==> src/relr_pkg.sv <==
// ----------------------------------------------------------------------------
// relr_pkg
// Shared types for the relocation decoder: controller commands and
// datapath status.
// ----------------------------------------------------------------------------
`default_nettype none

package relr_pkg;

    // Size of one relocated word in bytes
    localparam int unsigned WORD_BYTES = 8;

    typedef struct packed {
        logic accept;   // take the input beat and load the scan registers
        logic step;     // advance the scan by one bitmap position
        logic emit;     // load the current address into the output register
    } relr_cmd_t;

    typedef struct packed {
        logic cur_bit;    // bitmap position under the scan is set
        logic rest_zero;  // no set bits above the current position
        logic new_empty;  // incoming beat would yield no address
        logic out_free;   // output register can take a new address
    } relr_status_t;

endpackage

`default_nettype wire

==> src/relr_ctrl.sv <==
// ----------------------------------------------------------------------------
// relr_ctrl
// Controller: takes one input beat at a time and walks the scan until the
// highest set bitmap position has been handled.
// ----------------------------------------------------------------------------
`default_nettype none

module relr_ctrl (
    input  wire logic                  aclk,
    input  wire logic                  aresetn,
    input  wire logic                  s_valid,
    output logic                       s_ready,
    input  wire relr_pkg::relr_status_t status,
    output relr_pkg::relr_cmd_t        cmd
);

    localparam logic ST_IDLE = 1'b0;
    localparam logic ST_SCAN = 1'b1;

    logic state_reg;
    logic state_next;

    assign s_ready = (state_reg == ST_IDLE);

    always_comb begin
        cmd.accept = s_valid && (state_reg == ST_IDLE);
        // stall on a set bit while the output register is still full
        cmd.step   = (state_reg == ST_SCAN) && (!status.cur_bit || status.out_free);
        cmd.emit   = (state_reg == ST_SCAN) && status.cur_bit && status.out_free;
    end

    always_comb begin
        state_next = state_reg;
        case (state_reg)
            ST_IDLE: begin
                if (cmd.accept && !status.new_empty) begin
                    state_next = ST_SCAN;
                end
            end
            ST_SCAN: begin
                if (cmd.step && status.rest_zero) begin
                    state_next = ST_IDLE;
                end
            end
            default: state_next = ST_IDLE;
        endcase
    end

    always_ff @(posedge aclk) begin
        if (!aresetn) begin
            state_reg <= ST_IDLE;
        end else begin
            state_reg <= state_next;
        end
    end

`ifndef SYNTH
    a_empty_stays_idle: assert property (@(posedge aclk) disable iff (!aresetn)
        (cmd.accept && status.new_empty) |=> s_ready)
        else $error("empty bitmap left the controller busy");

    a_last_returns_idle: assert property (@(posedge aclk) disable iff (!aresetn)
        (cmd.step && status.rest_zero) |=> s_ready)
        else $error("scan did not finish after the last set bit");

    a_stall_holds_bit: assert property (@(posedge aclk) disable iff (!aresetn)
        ((state_reg == ST_SCAN) && status.cur_bit && !status.out_free)
        |=> ((state_reg == ST_SCAN) && status.cur_bit))
        else $error("pending address dropped during output stall");
`endif

endmodule

`default_nettype wire

==> src/relr_datapath.sv <==
// ----------------------------------------------------------------------------
// relr_datapath
// Datapath: load base, cursor, bitmap shift register, running address and
// the output register.
// ----------------------------------------------------------------------------
`default_nettype none

module relr_datapath #(
    parameter int unsigned BITMAP_BITS = 63
) (
    input  wire logic                 aclk,
    input  wire logic                 aresetn,
    input  wire logic                 cfg_we,
    input  wire logic [63:0]          cfg_wdata,
    input  wire logic [63:0]          s_entry,
    input  wire logic                 s_final_entry,
    output logic                      m_valid,
    input  wire logic                 m_ready,
    output logic [63:0]               m_patch_address,
    output logic                      m_last_of_run,
    input  wire relr_pkg::relr_cmd_t  cmd,
    output relr_pkg::relr_status_t    status
);

    localparam logic [63:0] WORD_STEP   = 64'(relr_pkg::WORD_BYTES);
    localparam logic [63:0] BITMAP_SPAN = 64'(relr_pkg::WORD_BYTES * BITMAP_BITS);

    logic [63:0]            load_base_reg;
    logic [63:0]            cursor_reg;
    logic [63:0]            cursor_next;
    logic [BITMAP_BITS-1:0] bits_reg;
    logic [BITMAP_BITS-1:0] bits_next;
    logic [63:0]            addr_reg;
    logic [63:0]            addr_next;
    logic                   out_valid_reg;
    logic [63:0]            out_addr_reg;
    logic                   out_last_reg;
    logic                   is_bitmap;

    assign is_bitmap = s_entry[0];

    always_comb begin
        status.cur_bit   = bits_reg[0];
        status.rest_zero = (bits_reg[BITMAP_BITS-1:1] == '0);
        status.new_empty = is_bitmap && (s_entry[BITMAP_BITS:1] == '0);
        status.out_free  = !out_valid_reg || m_ready;
    end

    always_comb begin
        cursor_next = cursor_reg;
        bits_next   = bits_reg;
        addr_next   = addr_reg;
        if (cmd.accept) begin
            if (is_bitmap) begin
                bits_next   = s_entry[BITMAP_BITS:1];
                addr_next   = load_base_reg + cursor_reg;
                cursor_next = cursor_reg + BITMAP_SPAN;
            end else begin
                // offset word: a one-position scan at the offset itself
                bits_next   = BITMAP_BITS'(1);
                addr_next   = load_base_reg + s_entry;
                cursor_next = s_entry + WORD_STEP;
            end
            if (s_final_entry) begin
                cursor_next = '0;
            end
        end else if (cmd.step) begin
            bits_next = {1'b0, bits_reg[BITMAP_BITS-1:1]};
            addr_next = addr_reg + WORD_STEP;
        end
    end

    always_ff @(posedge aclk) begin
        if (!aresetn) begin
            load_base_reg <= '0;
            cursor_reg    <= '0;
            out_valid_reg <= 1'b0;
        end else begin
            if (cfg_we) begin
                load_base_reg <= cfg_wdata;
            end
            cursor_reg <= cursor_next;
            if (cmd.emit) begin
                out_valid_reg <= 1'b1;
            end else if (m_ready) begin
                out_valid_reg <= 1'b0;
            end
        end
    end

    always_ff @(posedge aclk) begin
        bits_reg <= bits_next;
        addr_reg <= addr_next;
        if (cmd.emit) begin
            out_addr_reg <= addr_reg;
            out_last_reg <= status.rest_zero;
        end
    end

    assign m_valid         = out_valid_reg;
    assign m_patch_address = out_addr_reg;
    assign m_last_of_run   = out_last_reg;

endmodule

`default_nettype wire

==> src/relr_relocation_decoder.sv <==
// Output path: an offset beat's address goes into the running address register,
// then into the output register once that register can take a new address.
// Throughput: a new beat is taken only after the scan of the last one ends;
// the scan moves one bitmap position per cycle up to the highest set bit,
// stalling on a set bit while the output register is still full.
// Reset: synchronous, active low; clears load base, cursor, state and m_valid.
// ----------------------------------------------------------------------------
// relr_relocation_decoder
// Decodes packed relative-relocation words into the addresses of the words
// that need the load base added.
// ----------------------------------------------------------------------------
`default_nettype none

module relr_relocation_decoder #(
    parameter int unsigned BITMAP_BITS = 63
) (
    input  wire logic        aclk,
    input  wire logic        aresetn,
    input  wire logic        cfg_we,
    input  wire logic [63:0] cfg_wdata,
    input  wire logic        s_valid,
    output logic             s_ready,
    input  wire logic [63:0] s_entry,
    input  wire logic        s_final_entry,
    output logic             m_valid,
    input  wire logic        m_ready,
    output logic [63:0]      m_patch_address,
    output logic             m_last_of_run
);

    relr_pkg::relr_cmd_t    cmd;
    relr_pkg::relr_status_t status;

    relr_ctrl u_ctrl (
        .aclk    (aclk),
        .aresetn (aresetn),
        .s_valid (s_valid),
        .s_ready (s_ready),
        .status  (status),
        .cmd     (cmd)
    );

    relr_datapath #(
        .BITMAP_BITS (BITMAP_BITS)
    ) u_datapath (
        .aclk            (aclk),
        .aresetn         (aresetn),
        .cfg_we          (cfg_we),
        .cfg_wdata       (cfg_wdata),
        .s_entry         (s_entry),
        .s_final_entry   (s_final_entry),
        .m_valid         (m_valid),
        .m_ready         (m_ready),
        .m_patch_address (m_patch_address),
        .m_last_of_run   (m_last_of_run),
        .cmd             (cmd),
        .status          (status)
    );

endmodule

`default_nettype wire
==> config.mk <==
export PLATFORM = sky130hd
export DESIGN_NAME = relr_relocation_decoder
export DESIGN_NICKNAME = d
export VERILOG_FILES = /design/src/relr_pkg.sv /design/src/relr_ctrl.sv /design/src/relr_datapath.sv /design/src/relr_relocation_decoder.sv
export SDC_FILE = /design/constraint.sdc
export NUM_CORES = 1
export LEC_CHECK = 0
export BUFFER_PORTS_ARGS = -buffer_cell sky130_fd_sc_hd__clkbuf_2
export CAP_MARGIN = 25
export CORE_MARGIN = 8
export CORE_UTILIZATION = 61
export DETAILED_ROUTE_END_ITERATION = 12
export GPL_TIMING_DRIVEN = 0
export PLACE_DENSITY = 0.8
export SLEW_MARGIN = 40
export SYNTH_ARGS = -nofsm -noshare
export SYNTH_HDL_FRONTEND = slang
export SYNTH_SLANG_ARGS = --single-unit
export TNS_END_PERCENT = 100
==> constraint.sdc <==
create_clock -name aclk -period 5.5 [get_ports aclk]
set_input_delay 0.275 -clock aclk [delete_from_list [all_inputs] [get_ports aclk]]
set_output_delay 0.275 -clock aclk [all_outputs]
set_load 0.05 [all_outputs]
==> impl_results.md, run 1 <==
* Outcome: complete, no violations
* Top cells by area, synth: edfxtp_1 28%, dfxtp_1 13%, nand2_1 6.4%, o21ai_0 4.1%, ha_1 4.1%
* Most instantiated flip-flop cell in the synthesis netlist: edfxtp_1
* Main combinational cell family by area after synthesis: simple AND/OR/NAND/NOR gates
* Tmin final at 5.16 ns
* Initial standard-cell utilization of the core at 61.6%
* Routed wire length at 70.8 mm
* Critical path peak fanout at 11
* Largest vdd supply drop at 363 uV
* Total of endpoints with negative setup slack in the final report at 0
* Ratio of final minimum period to clock period at 93.8%
* Post-DR wirelength/cell at 23.3 um
* Antenna Nets Post-Route at 0
* Relative slew margins at 35.0%
* Area fraction in and, or, nand and nor cells after synthesis at 23.5%
* Die area at 39800 sq um
* Combinational cell fraction of total power at 20.9%
* Vias in the first global route at 18.6k
* Placed wire-length estimate after detailed placement at 53.2 mm
* Share of the synthesized area in compound gates (AO/OA/AOI/OAI) at 14.6%
* Arrival time at the worst endpoint at 5.44 ns
* Number of failing hold endpoints at the final stage at 0
* Number of cells traversed by the worst hold path at 3
* Highest-count cells in the layout ignoring fill and taps: 350 x nand2_1, 201 x clkbuf_2, 192 x edfxtp_1
* Final RePlAce weighted congestion at 1.03
* Leak at 0.00942 uW
* Fraction of layout cells with a size suffix above 1 at 13.5%
* Net switching power at 2140 uW
* Sw Ratio at 31.5%
* Post-Route Utilization at 70.3%
* R2R setup slack at 1.43 ns
* Post-synthesis async set-or-reset flop share at 0%
* Number of synthesized flops with an enable pin at 192
* Count of cells along the worst register-to-register path at 8
* Reg-to-reg critical path endpoint: u_datapath.addr_reg[33]$_DFFE_PP_
* Most common cell after layout, fill and taps aside: nand2_1
* Clock-pin slew reported for the worst setup and hold paths after clock tree synthesis at 0.06 ns
* Summed negative setup slack over all endpoints at 0 ns
* Crit. End Element: register
* Root Buffer: clkbuf_16
* Flip-flop and latch count after synthesis at 321
* Portion of total power attributed to the clock network at 34.0%
* Max Clk Rate at 194 MHz
* Top-level I/O count at 201
* Clk sink count at 321
* Synth Area in XOR/XNOR at 7.46%
* Pin count of the biggest net entering global routing at 37
* Clock Skew at 0.0121 ns
* Internal power at 4650 uW
* Area Overhead vs Synth at 14.2%
* Multiplexer area fraction after synthesis at 6.36%
* Vias after detailed routing at 19.4k
* H-tree level count at 2
* Count of nets after finishing at 2765
* Core box area at 33400 sq um
* Clock tree from TritonCTS: yes
* Post-CTS Setup Bufs at 0
* Iteration-0 DRC Markers at 2352
* P per Cell Area at 290 nW/um^2
* Max Root-Sink Buffers at 3
* Via count normalized by instance count at 6.40
* Mean post-synth cell area at 8.86 sq um
* Die Height at 199 um
* Horizontal extent of the die at 199 um
* Total routing usage reported by global routing at 34.8%
* Hold Startpoint: cfg_wdata[9]
* Cell variety after synth at 83
* Port-buffer cells at 189
* Number of max-cap violations at 0
* Sequential power share at 45.0%
* RSZ-0062 raised after global routing: no
* Initial DRT Pass Iterations at 6
* Wire length of the first global-routing pass at 106 mm
* Fraction of the yosys area taken by sequential cells at 40.6%
* Worst Hold Path EP: u_datapath.load_base_reg[9]$_SDFFE_PN0P_
* Class of the most critical setup path: input pin to register
* Number of clock buffers inserted by TritonCTS at 36
* Yosys synthesis warning count at 0
* Max-slew violation total from the final report at 0
* Critical path required time at 5.78 ns
* Nets in the synthesized netlist at 2520
* Critical R2R Launch: u_ctrl.state_reg$_SDFF_PN0_
* Area leader, netlist: edfxtp_1
* Remaining DRCs at 0
* Global-route congestion overflow total at 0
* Mapped Cells at 2318
* Area share of the largest cell type after synthesis at 28.1%
* Worst min-delay path class: input pin to register
* Skew-Pair Late Insertion Delay at 0.54 ns
* Initial antenna violation count at 1
* Share of synthesized cell area in full adder, half adder and majority cells at 4.18%
* Least-Margin Pin Slew at 0.974 ns
* Post-synthesis cell area at 20500 sq um
* Launching element type of the critical path: input pin
* Placement row count at 67
[logic make-up (layout without fill, tap and decap cells)]
group                      after synthesis  after routing
DFF                                    321            321
buffers and inverters                  173            446
adders and majority gates               68             68
AOI/OAI and AO/OA                      487            487
xor gates and xnor gates               175            175
muxes                                  124            124
and+or+nand+nor                        969            969
other                                    1              2
[timing repair]
item,4_1_cts,5_1_grt
hold endpoints to repair,13,0
setup endpoints to repair,12,9
hold buffers,13,0
gates resized for setup,6,1
[final cells by class]
class | count | area (sq um)
inverters | 44 | 165
clock buffers | 55 | 1040
diodes | 1 | 2.50
multi-input cells | 1824 | 11600
fillers | 2660 | 9910
flip-flops and latches | 321 | 8350
well taps | 448 | 561
plain buffers | 127 | 502
clock inverters | 11 | 63.8
repair buffers | 209 | 1200
[through the flow]
stage	worst slack (ns)	instance area [sq um]	hold slack, ns	total power, uW	instances
detailed placement	-0.970	22200	0.412	4470	2962
CTS	0.177	23400	0.00000161	6760	3040
floorplan	0.628	20500	0.400	3980	2318
global placement	-2.11	22000	0.405	4430	2955
global route	0.218	23500	0.00902	7020	3040
finish	0.340	23500	0.0132	6790	3040
[layer usage]
metal | up-vias | routed length, um | GRT usage [%]
met5 | - | 0 | 0
met4 | 0 | 3230 | 15.1
met3 | 179 | 7900 | 7.26
met2 | 1205 | 30700 | 53.5
met1 | 9162 | 29000 | 47.1
li1 | 8899 | - | -
[worst max-delay path by stage]
| stage | start | end | slack, ns | cells after the start |
|---|---|---|---|---|
| 2_1_floorplan | u_ctrl.state_reg$_SDFF_PN0_ | u_datapath.addr_reg[10]$_DFFE_PP_ | 0.63 | 6 |
| 3_3_place_gp | u_ctrl.state_reg$_SDFF_PN0_ | u_datapath.addr_reg[29]$_DFFE_PP_ | -2.11 | 6 |
| 6_report | s_entry[0] | u_datapath.addr_reg[61]$_DFFE_PP_ | 0.34 | 15 |
| 3_5_place_dp | s_entry[0] | u_datapath.addr_reg[54]$_DFFE_PP_ | -0.97 | 17 |
| 4_1_cts | s_entry[0] | u_datapath.addr_reg[50]$_DFFE_PP_ | 0.18 | 17 |
| 5_1_grt | s_entry[0] | u_datapath.addr_reg[63]$_DFFE_PP_ | 0.22 | 16 |
[cells in the mapped netlist (15+ instances only)]
master and n:
nor3_1 34, o21a_1 15, xor2_1 85, and3_1 45
clkbuf_1 106, dfxtp_1 129, nor4_1 41, buf_1 17
a21o_1 39, o21ai_0 168, nand3_1 142, mux2_2 51
mux2i_1 72, nand4_1 56, xnor2_1 90, a31oi_1 18
nand2_1 351, a21oi_1 124, inv_1 43, edfxtp_1 192
nor2_1 109, ha_1 67, nor2b_1 101, a22oi_1 17
[worst max-delay path, stage by stage]
cell and delay [ns]:
clkbuf_2 0.32, clkbuf_2 0.37, clkbuf_2 0.40, buf_1 0.58, mux2_2 0.46, ha_1 0.42
a21oi_1 0.15, nand3b_1 0.18, a311oi_1 0.44, o31ai_1 0.17, a31o_1 0.26, a31o_4 0.29
o41ai_4 0.50, a21oi_1 0.23, o311a_1 0.37
[power groups by stage]
stage / Sequential [uW] / Combinational [uW] / Clock (uW)
2_1_floorplan: 3160 / 815 / 0
3_3_place_gp: 3110 / 1320 / 0
3_5_place_dp: 3100 / 1370 / 0
4_1_cts: 3050 / 1390 / 2320
5_1_grt: 3080 / 1530 / 2410
6_report: 3060 / 1420 / 2310
Power figures use the tool's default switching activity.
==> run 2: changes to the inputs <==
CORE_ASPECT_RATIO = 0.7   (was unset)
CORE_MARGIN = 1   (was 8)
CTS_CLUSTER_DIAMETER = 30   (was unset)
==> run 2 against run 1 <==
Compared with the run above:
- core utilization rose by 5.6 points
- wire length up 7.5%
- clock-buffer cell count up 9
- die area fell by 14%
- first-iteration DRC count grew 29%
- critical path type unchanged
- clock skew rose by 0.019 ns
- critical endpoint is now u_datapath.addr_reg[63]$_DFFE_PP_
- flip-flop and latch count unchanged
- setup slack worse by 0.23 ns
- global-route usage increased by 8.5 points
- sequential power is essentially flat
- final area is 5.8% higher
==> impl_results.md, run 2 (synthesized netlist as in run 1, its figures left out) <==
* Via count normalized by instance count at 6.56 (+2.6%)
* Post-CTS Setup Bufs at 0 (unchanged)
* Most common cell after layout, fill and taps aside: nand2_1
* Worst min-delay path class: input pin to register
* Fraction of layout cells with a size suffix above 1 at 15.4% (+2.0 points)
* Post-Route Utilization at 75.9% (+5.6 points)
* Routed wire length at 76.1 mm (+7.5%)
* Cell-by-cell trace of the critical path: clkbuf_2, clkbuf_1, clkbuf_2, clkbuf_1, mux2_2, ha_1, clkbuf_1, nand4_1, or4_1, a31o_1, a31o_4, o41ai_4, a31oi_1, mux2_1, a211oi_2
* H-tree level count at 2 (unchanged)
* Max Root-Sink Buffers at 3 (unchanged)
* Clock-pin slew reported for the worst setup and hold paths after clock tree synthesis at 0.06 ns (about the same)
* CP most frequent cell: clkbuf_1
* Portion of total power attributed to the clock network at 44.7% (+11 points)
* Number of failing hold endpoints at the final stage at 0 (unchanged)
* Die area at 34400 sq um (-14%)
* Sequential power share at 37.3% (-7.7 points)
* Total of endpoints with negative setup slack in the final report at 0 (unchanged)
* Summed negative setup slack over all endpoints at 0 ns (unchanged)
* Clock Skew at 0.0314 ns (+0.0193 ns)
* Number of clock buffers inserted by TritonCTS at 60 (+67%)
* Sw Ratio at 31.9% (+0.41 points)
* Die Height at 156 um (-22%)
* Least-Margin Pin Slew at 0.990 ns (+0.0160 ns)
* Placed wire-length estimate after detailed placement at 53.7 mm (+0.95%)
* Relative slew margins at 34.0% (-1.1 points)
* Leak at 0.0101 uW (+6.7%)
* Initial standard-cell utilization of the core at 62.8% (+1.3 points)
* Largest vdd supply drop at 332 uV (-8.6%)
* Internal power at 5630 uW (+21%)
* Combinational cell fraction of total power at 18.0% (-2.9 points)
* GRT Max-Usage Layer: met2
* Antenna Nets Post-Route at 0 (unchanged)
* Launching element type of the critical path: input pin
* Net switching power at 2630 uW (+23%)
* Initial antenna violation count at 2 (+1)
* Iteration-0 DRC Markers at 3023 (+29%)
* Vias after detailed routing at 20.4k (+4.9%)
* Root Buffer: clkbuf_16
* CP max stage cell: or4_1
* Clk sink count at 321 (unchanged)
* Tmin final at 5.39 ns (+0.226 ns)
* Vias in the first global route at 19.2k (+3.4%)
* Placement row count at 55 (-18%)
* Arrival time at the worst endpoint at 5.82 ns (+0.38 ns)
* Remaining DRCs at 0 (unchanged)
* Routing usage on met2 at 64.7% (+11 points)
* Final RePlAce weighted congestion at 1.04 (+1.5%)
* Crit. End Element: register
* Pin count of the biggest net entering global routing at 38 (+2.7%)
* Max-slew violation total from the final report at 0 (unchanged)
* Critical path peak fanout at 11 (unchanged)
* Number of max-cap violations at 0 (unchanged)
* Met3 Resource Use GR at 12.4% (+5.2 points)
* Count of fill cells added during filler insertion at 2346 (-12%)
* GR Util met1 at 58.9% (+12 points)
* P per Cell Area at 333 nW/um^2 (+15%)
* Wire length of the first global-routing pass at 113 mm (+6.7%)
* Highest-count cells in the layout ignoring fill and taps: 350 x nand2_1, 204 x clkbuf_2, 192 x edfxtp_1
* Total routing usage reported by global routing at 43.3% (+8.5 points)
* Global-route congestion overflow total at 0 (unchanged)
* Count of nets after finishing at 2832 (+2.4%)
* Outcome: complete, no violations
* Area Overhead vs Synth at 20.9%
* Port-buffer cells at 189 (unchanged)
* Post-DR wirelength/cell at 24.5 um (+5.1%)
* Class of the most critical setup path: input pin to register
* Core box area at 32700 sq um (-2.0%)
* Largest stage delay on the critical path at 0.58 ns (about the same)
* Horizontal extent of the die at 221 um (+11%)
* Ratio of final minimum period to clock period at 97.9% (+4.1 points)
* Top-level I/O count at 201 (unchanged)
* Clock tree from TritonCTS: yes
* Critical path required time at 5.94 ns (+0.16 ns)
* Skew-Pair Late Insertion Delay at 0.62 ns (+0.08 ns)
* RSZ-0062 raised after global routing: no
* Max Clk Rate at 186 MHz (-4.2%)
* Initial DRT Pass Iterations at 7 (+1)
==> run 2: cell types whose count changed in the layout (fill, tap and decap cells not counted), moves of 5 or more <==
cell and change:
clkinvlp_4 +6, clkinv_4 +9, clkbuf_8 -5, dlygate4sd3_1 +43
inv_6 +12, clkbuf_16 +24, nor4_2 +5, nor4_1 -5
clkbuf_1 -11
==> run 2: metal layers <==
| layer | routed length [um] | share of wire (%) | up-vias |
|---|---|---|---|
| li1 | - | - | 9072 |
| met1 | 30200 | 40 | 9600 |
| met2 | 32200 | 42 | 1481 |
| met3 | 10400 | 14 | 251 |
| met4 | 3320 | 4.4 | 0 |
| met5 | 0 | 0 | - |
==> run 2: path summary, 6_finish.rpt <==
kind	startpoint	endpoint	slack (ns)	cells past startpoint
max reg2reg	u_ctrl.state_reg$_SDFF_PN0_	u_datapath.addr_reg[31]$_DFFE_PP_	1.15	9
max	s_entry[0]	u_datapath.addr_reg[63]$_DFFE_PP_	0.11	15
min	cfg_wdata[17]	u_datapath.load_base_reg[17]$_SDFFE_PN0P_	0.0005	3
min reg2reg	u_datapath.addr_reg[1]$_DFFE_PP_	u_datapath.m_patch_address[1]$_DFFE_PP_	0.44	0
==> run 2: cell type report <==
class                   instances  area, sq um  share of cell area, %
plain buffers                 127          507                   2.04
clock inverters                50          475                   1.92
well taps                     427          534                   2.15
multi-input cells            1824        11600                   46.7
diodes                          1         2.50                 0.0101
inverters                      44          165                  0.665
flip-flops and latches        321         8350                   33.6
clock buffers                  64         1540                   6.20
repair buffers                252         1660                   6.67
==> run 2: stage by stage <==
stage          hold slack [ns]  power (uW)  setup WS (ns)  std cells  instance area (sq um)
2_1_floorplan            0.400        3980          0.628       2318                  20500
3_3_place_gp             0.418        4440          -2.57       2934                  22000
3_5_place_dp             0.409        4480          -1.09       2940                  22200
4_1_cts                0.00274        8150         0.0419       3109                  24800
5_1_grt                 0.0192        8460         0.0851       3109                  24800
6_report              0.000523        8260          0.114       3110                  24800
==> run 2: power groups by stage <==
stage | clock network (uW) | logic (uW) | registers (uW)
after CTS | 3660 | 1430 | 3060
after global placement | 0 | 1320 | 3120
after detailed placement | 0 | 1380 | 3100
final | 3690 | 1490 | 3080
after global routing | 3780 | 1580 | 3100
after floorplan | 0 | 815 | 3160
==> run 2: repair_timing <==
action,in CTS,in global routing
cloned,0,0
hold buffers,56,0
gates resized for setup,4,5
endpoints found under the hold margin,56,0
endpoints found under the setup margin,15,15
==> run 2: worst max-delay path: cells and delay by family <==
kind / cells / cell delay [ns]
AOI/OAI and AO/OA: 5 / 1.46
adders and majority gates: 1 / 0.27
muxes: 2 / 0.78
and+or+nand+nor: 2 / 0.83
buffers and inverters: 5 / 2.20
